<file path="config.mk">
export PLATFORM = sky130hd
export DESIGN_NAME = llca_ctrl
export DESIGN_NICKNAME = d
export VERILOG_FILES = /design/src/design/llca_pkg.sv /design/src/design/llca_ctrl.sv
export SDC_FILE = /design/constraint.sdc
export NUM_CORES = 1
export LEC_CHECK = 0
export BUFFER_PORTS_ARGS = -buffer_cell sky130_fd_sc_hd__clkbuf_2
export CAP_MARGIN = 20
export CORE_AREA = 2 2 39 41
export DETAILED_ROUTE_END_ITERATION = 10
export DIE_AREA = 0 0 41 43
export PLACE_DENSITY = 0.73
export SLEW_MARGIN = 20
export SYNTH_ARGS = -nofsm -noshare
export SYNTH_HDL_FRONTEND = slang
export SYNTH_SLANG_ARGS = --single-unit
</file>
<file path="constraint.sdc">
create_clock -name clock -period 2.7 [get_ports clock]
set_clock_uncertainty 0.15 [all_clocks]
set_input_delay 0 -clock clock [delete_from_list [all_inputs] [get_ports clock]]
set_output_delay 0 -clock clock [all_outputs]
set_load 0.05 [all_outputs]
</file>
<file path="src/design/llca_pkg.sv">
// ---------------------------------------------------------------------------
// llca_pkg
// Shared types and constants for the life-like cellular automaton block.
// ---------------------------------------------------------------------------
package llca_pkg;

   // field widths
   localparam int KIND_W     = 2;
   localparam int COORD_W    = 8;
   localparam int GRID_REG_W = 7;
   localparam int MASK_W     = 9;
   localparam int CSR_ADDR_W = 3;
   localparam int CSR_DATA_W = 9;
   localparam int REQ_DATA_W = 16;
   localparam int RSP_DATA_W = 8;

   // register reset values (b3/s23)
   localparam logic [GRID_REG_W-1:0] GRID_WIDTH_RST   = 7'd64;
   localparam logic [GRID_REG_W-1:0] GRID_HEIGHT_RST  = 7'd64;
   localparam logic                  EDGE_WRAP_RST    = 1'b0;
   localparam logic [MASK_W-1:0]     BIRTH_MASK_RST   = 9'd8;
   localparam logic [MASK_W-1:0]     SURVIVE_MASK_RST = 9'd12;

   typedef enum logic [CSR_ADDR_W-1:0] {
      CSR_GRID_WIDTH   = 3'd0,
      CSR_GRID_HEIGHT  = 3'd1,
      CSR_EDGE_WRAP    = 3'd2,
      CSR_BIRTH_MASK   = 3'd3,
      CSR_SURVIVE_MASK = 3'd4
   } csr_index_type;

   typedef enum logic [KIND_W-1:0] {
      KIND_TOGGLE  = 2'd0,
      KIND_CLEAR   = 2'd1,
      KIND_ADVANCE = 2'd2,
      KIND_READ    = 2'd3
   } kind_type;

   typedef enum logic [3:0] {
      S_INIT,
      S_IDLE,
      S_DISPATCH,
      S_MOD,
      S_ACC_RD,
      S_ACC_WR,
      S_CLEAR,
      S_GEN_LAST,
      S_GEN_FIRST,
      S_GEN_LOAD,
      S_GEN_ROW,
      S_DONE
   } state_type;

   typedef enum logic [3:0] {
      OP_NONE,
      OP_LOAD,
      OP_MOD,
      OP_CLEAR,
      OP_ACC_RD,
      OP_ACC_WR,
      OP_GEN_LAST,
      OP_GEN_FIRST,
      OP_GEN_LOAD,
      OP_GEN_ROW
   } dp_op_type;

   typedef struct packed {
      dp_op_type op;
      logic      res_load;
   } cmd_type;

   typedef struct packed {
      kind_type kind;
      logic     wrap;
      logic     in_range;
      logic     row_last_max;
      logic     row_last_act;
      logic     slot_free;
   } sts_type;

endpackage

</file>
<file path="src/design/llca_ctrl.sv">
// ---------------------------------------------------------------------------
// llca_ctrl
// Controller: sequences clear sweeps, cell access and generation passes.
// ---------------------------------------------------------------------------
module llca_ctrl (
   input  logic              clock,
   input  logic              reset,
   input  logic              req_tvalid,
   output logic              req_tready,
   output llca_pkg::cmd_type cmd,
   input  llca_pkg::sts_type sts
);

   localparam int MCW = $clog2(llca_pkg::COORD_W);
   localparam logic [MCW-1:0] MOD_LAST = MCW'(llca_pkg::COORD_W - 1);

   llca_pkg::state_type state_ff, state_in;
   logic [MCW-1:0]      mod_cnt_ff, mod_cnt_in;
   logic                accept;

   assign accept = req_tvalid && (state_ff == llca_pkg::S_IDLE);

   // next state
   always_comb begin
      state_in = state_ff;
      unique case (state_ff)
         llca_pkg::S_INIT:      if (sts.row_last_max) state_in = llca_pkg::S_IDLE;
         llca_pkg::S_IDLE:      if (accept) state_in = llca_pkg::S_DISPATCH;
         llca_pkg::S_DISPATCH: begin
            unique case (sts.kind) inside
               llca_pkg::KIND_CLEAR:   state_in = llca_pkg::S_CLEAR;
               llca_pkg::KIND_ADVANCE: state_in = llca_pkg::S_GEN_LAST;
               llca_pkg::KIND_TOGGLE, llca_pkg::KIND_READ: begin
                  if (sts.wrap)          state_in = llca_pkg::S_MOD;
                  else if (sts.in_range) state_in = llca_pkg::S_ACC_RD;
                  else                   state_in = llca_pkg::S_DONE;
               end
               default: state_in = llca_pkg::S_DONE;
            endcase
         end
         llca_pkg::S_MOD:       if (mod_cnt_ff == MOD_LAST) state_in = llca_pkg::S_ACC_RD;
         llca_pkg::S_ACC_RD:    state_in = llca_pkg::S_ACC_WR;
         llca_pkg::S_ACC_WR:    state_in = llca_pkg::S_DONE;
         llca_pkg::S_CLEAR:     if (sts.row_last_max) state_in = llca_pkg::S_DONE;
         llca_pkg::S_GEN_LAST:  state_in = llca_pkg::S_GEN_FIRST;
         llca_pkg::S_GEN_FIRST: state_in = llca_pkg::S_GEN_LOAD;
         llca_pkg::S_GEN_LOAD:  state_in = llca_pkg::S_GEN_ROW;
         llca_pkg::S_GEN_ROW:   if (sts.row_last_act) state_in = llca_pkg::S_DONE;
         llca_pkg::S_DONE:      if (sts.slot_free) state_in = llca_pkg::S_IDLE;
         default:               state_in = llca_pkg::S_IDLE;
      endcase
   end

   // outputs
   always_comb begin
      cmd.op       = llca_pkg::OP_NONE;
      cmd.res_load = 1'b0;
      req_tready   = 1'b0;
      unique case (state_ff)
         llca_pkg::S_INIT:      cmd.op = llca_pkg::OP_CLEAR;
         llca_pkg::S_IDLE: begin
            req_tready = 1'b1;
            if (accept) cmd.op = llca_pkg::OP_LOAD;
         end
         llca_pkg::S_DISPATCH:  cmd.op = llca_pkg::OP_NONE;
         llca_pkg::S_MOD:       cmd.op = llca_pkg::OP_MOD;
         llca_pkg::S_ACC_RD:    cmd.op = llca_pkg::OP_ACC_RD;
         llca_pkg::S_ACC_WR:    cmd.op = llca_pkg::OP_ACC_WR;
         llca_pkg::S_CLEAR:     cmd.op = llca_pkg::OP_CLEAR;
         llca_pkg::S_GEN_LAST:  cmd.op = llca_pkg::OP_GEN_LAST;
         llca_pkg::S_GEN_FIRST: cmd.op = llca_pkg::OP_GEN_FIRST;
         llca_pkg::S_GEN_LOAD:  cmd.op = llca_pkg::OP_GEN_LOAD;
         llca_pkg::S_GEN_ROW:   cmd.op = llca_pkg::OP_GEN_ROW;
         llca_pkg::S_DONE:      cmd.res_load = sts.slot_free;
         default: ;
      endcase
   end

   assign mod_cnt_in = (state_ff == llca_pkg::S_MOD) ? mod_cnt_ff + MCW'(1) : '0;

   always_ff @(posedge clock) begin
      if (reset) begin
         state_ff   <= llca_pkg::S_INIT;
         mod_cnt_ff <= '0;
      end else begin
         state_ff   <= state_in;
         mod_cnt_ff <= mod_cnt_in;
      end
   end

   // read data is only consumed in the cycle after its fetch
   a_acc_after_rd: assert property (@(posedge clock) disable iff (reset)
      (state_ff == llca_pkg::S_ACC_WR) |-> ($past(state_ff) == llca_pkg::S_ACC_RD))
      else $error("cell write-back without a preceding read");

   a_row_after_load: assert property (@(posedge clock) disable iff (reset)
      (state_ff == llca_pkg::S_GEN_ROW) |->
      ($past(state_ff) == llca_pkg::S_GEN_LOAD || $past(state_ff) == llca_pkg::S_GEN_ROW))
      else $error("generation row step entered without its window loaded");

   // wrapped coordinates always land on the grid
   a_wrap_ok: assert property (@(posedge clock) disable iff (reset)
      (state_ff == llca_pkg::S_DISPATCH && sts.wrap) |-> sts.in_range)
      else $error("wrap mode item flagged off grid");

   a_mod_full: assert property (@(posedge clock) disable iff (reset)
      (state_ff == llca_pkg::S_ACC_RD && $past(state_ff) == llca_pkg::S_MOD) |->
      ($past(mod_cnt_ff) == MOD_LAST))
      else $error("coordinate reduction cut short");

endmodule

</file>
==> run metrics <==
layout cells sized above 1=0.247; GRT Overall Usage=0.174; Hold-fix buffers, CTS=3; fin area=759 sq um; cell count after synthesis=80; Final HPWL DP=992 um; Die Footprint=1760 sq um; max cap viols=0; Setup CP Type=flip-flop to flip-flop; multi-input logic area=455 sq um; min Tclk post-route=2.51 ns; # resized after CTS=0; mux contribution to synthesized area=0.0176; Data required, critical path=2.75 ns; post-synth cell types=38; initial antenna violation count=0; TritonCTS Buffers=3; Placed Instances=106; status=complete, no violations; most frequent cells in the layout=clkbuf_2, nand2_1, nand2b_1, dfxtp_1; Synth async-reset ratio=0; fin util=0.549; via count=609; CTS Buffer Depth=2; crit end category=flip-flop; sequential share of power=0.280; Die Width=41 um; f_max=398 MHz; register clock-pin slew on the reported worst setup and hold paths=0.06 ns; Post-Synth XOR/XNOR Area=0.0274; Clk pwr share=0.146; ys flop type=dfxtp_1; global-route wire length before repair=2190 um; Final Hold Fails=0; Reg area=140 sq um; Initial DRC Count=6; Post-Route WL=1330 um; CP arrival=2.56 ns; worst-case reg-to-reg path depth=6; latest clock arrival within the worst-skew pair=0.26 ns; crit-path max FO=17; NetSw=0.349 mW; vias in the first global route=550; RSZ-0062 raised after global routing=no; sw frac=0.522; WL/cell=11.8 um; Hold Crit Class=input port to flip-flop; largest family of logic cells by synthesized area=simple AND/OR/NAND/NOR gates; CP startpoint kind=flip-flop; DRT antenna net count=0; Die Y=43 um; Setup-failing EPs final=0; CORE AREA=1380 sq um; Layout area overhead=18.8%; nets=113; # Post-CTS Setup Buffers=0; Layout fillers=142; fin cells=113; WHS Path Cells=4; DRT Pass-1 Iters=3; syn nets=95; Compound-Gate Fraction of Synth Area=0.207; CTS H-tree depth=1; Buffers on Ports=15; Final period util=0.930; Pwr Density=880 nW/um^2; EDFF count, synth=0; pin slew with the least headroom to its limit=0.502 ns; Mapped Avg Cell Area=7.99 sq um; worst vdd ir=0.000402 V; Final TNS setup=0 ns; Synth Area in Simple Gates=0.362; Starting Density=0.462; Pleak=0.348 nW; ANT cells=0; GPL Wtd Cong=0.730; Post-Synth Adder-Cell Area=0.0978; Via density=5.39; commonest non-fill, non-tap cell in the layout=clkbuf_2; TritonCTS Sinks=7; post-place setup slack=0.774 ns; final worst slack=0.190 ns; dpl cell area=702 sq um; CTS root buffer=clkbuf_4; sequential share of the synthesized area=0.219; drt drc=0; relative slew slack=0.665; grt ovf=0; largest net degree at the start of global routing=18; CTS tree=built; IO Count=16; post-synthesis register bit count=7; max-slew violation count=0; Rows=14; Pint=0.320 mW; Comb power frac=0.575; post-synthesis cell area=639 sq um; Synth Warn #=0
==> power by group through the flow <==
stage / Clock [mW] / Combinational, mW / Sequential, mW
floorplan: 0 / 0.370 / 0.136
global placement: 0 / 0.370 / 0.186
detailed placement: 0 / 0.373 / 0.188
CTS: 0.104 / 0.386 / 0.186
global route: 0.108 / 0.418 / 0.195
finish: 0.0975 / 0.384 / 0.187
==> path summary, 6_finish.rpt <==
kind / slack (ns) / to / from
worst max-delay path: 0.19 / state_ff[0] / state_ff[1]
worst min-delay path: 0.06 / state_ff[3] / sts[0]
worst max register to register: 0.19 / state_ff[0] / state_ff[1]
worst min register to register: 0.29 / mod_cnt_ff[0] / mod_cnt_ff[0]
==> logic make-up (layout without fill, tap and decap cells) <==
kind of cell	count (synthesis)	count (layout)
compound gates	17	17
xor+xnor	2	2
fa+ha+maj	5	5
buf+inv	8	25
flops	7	7
mux	1	1
simple gates	40	40
==> flip-flops by register name (all words and copies together) (netlist names) <==
| register | flops |
|---|---|
| state_ff | 4 |
| mod_cnt_ff | 3 |
==> critical path, cell delays in order (launching register included) <==
cell	delay, ns
dfxtp_1	0.63
nand2_1	0.18
or4b_4	0.53
nand3_2	0.12
a2111oi_2	0.06
a211oi_2	0.21
dlygate4sd3_1	0.57
==> metrics by stage <==
stage          hold slack [ns]  power, mW
2_1_floorplan          -0.0806      0.506
3_3_place_gp            0.0921      0.556
3_5_place_dp            0.0888      0.561
4_1_cts                 0.0574      0.676
5_1_grt                 0.0851      0.721
6_report                0.0648      0.669
==> per-layer routing <==
metal  track usage  share of wire  vias up
met5             0              0        -
li1              -              -      322
met1         0.223           0.48      275
met2         0.288           0.49       12
met4        0.0200              0        0
met3        0.0471          0.035        0
==> layout make-up <==
class / instances / area share
Multi-Input combinational cell: 65 / 0.600
Inverter: 3 / 0.0148
Sequential cell: 7 / 0.185
Tap cell: 16 / 0.0264
Clock inverter: 1 / 0.00659
Timing Repair Buffer: 18 / 0.138
Clock buffer: 3 / 0.0297
==> Yosys cell counts (2+ instances only) <==
| cell type | number | share of area |
|---|---|---|
| nand2b_1 | 7 | 0.068 |
| nor3b_1 | 2 | 0.023 |
| ha_1 | 5 | 0.098 |
| dfxtp_1 | 7 | 0.22 |
| and2_1 | 2 | 0.020 |
| inv_1 | 3 | 0.018 |
| nor2_1 | 5 | 0.029 |
| nand2_1 | 7 | 0.041 |
| buf_2 | 2 | 0.016 |
| o31ai_1 | 3 | 0.035 |
| nor3_1 | 5 | 0.039 |
| a31oi_1 | 2 | 0.020 |
| o32ai_1 | 2 | 0.027 |
| nor2b_1 | 4 | 0.039 |
Power figures use the tool's default switching activity.
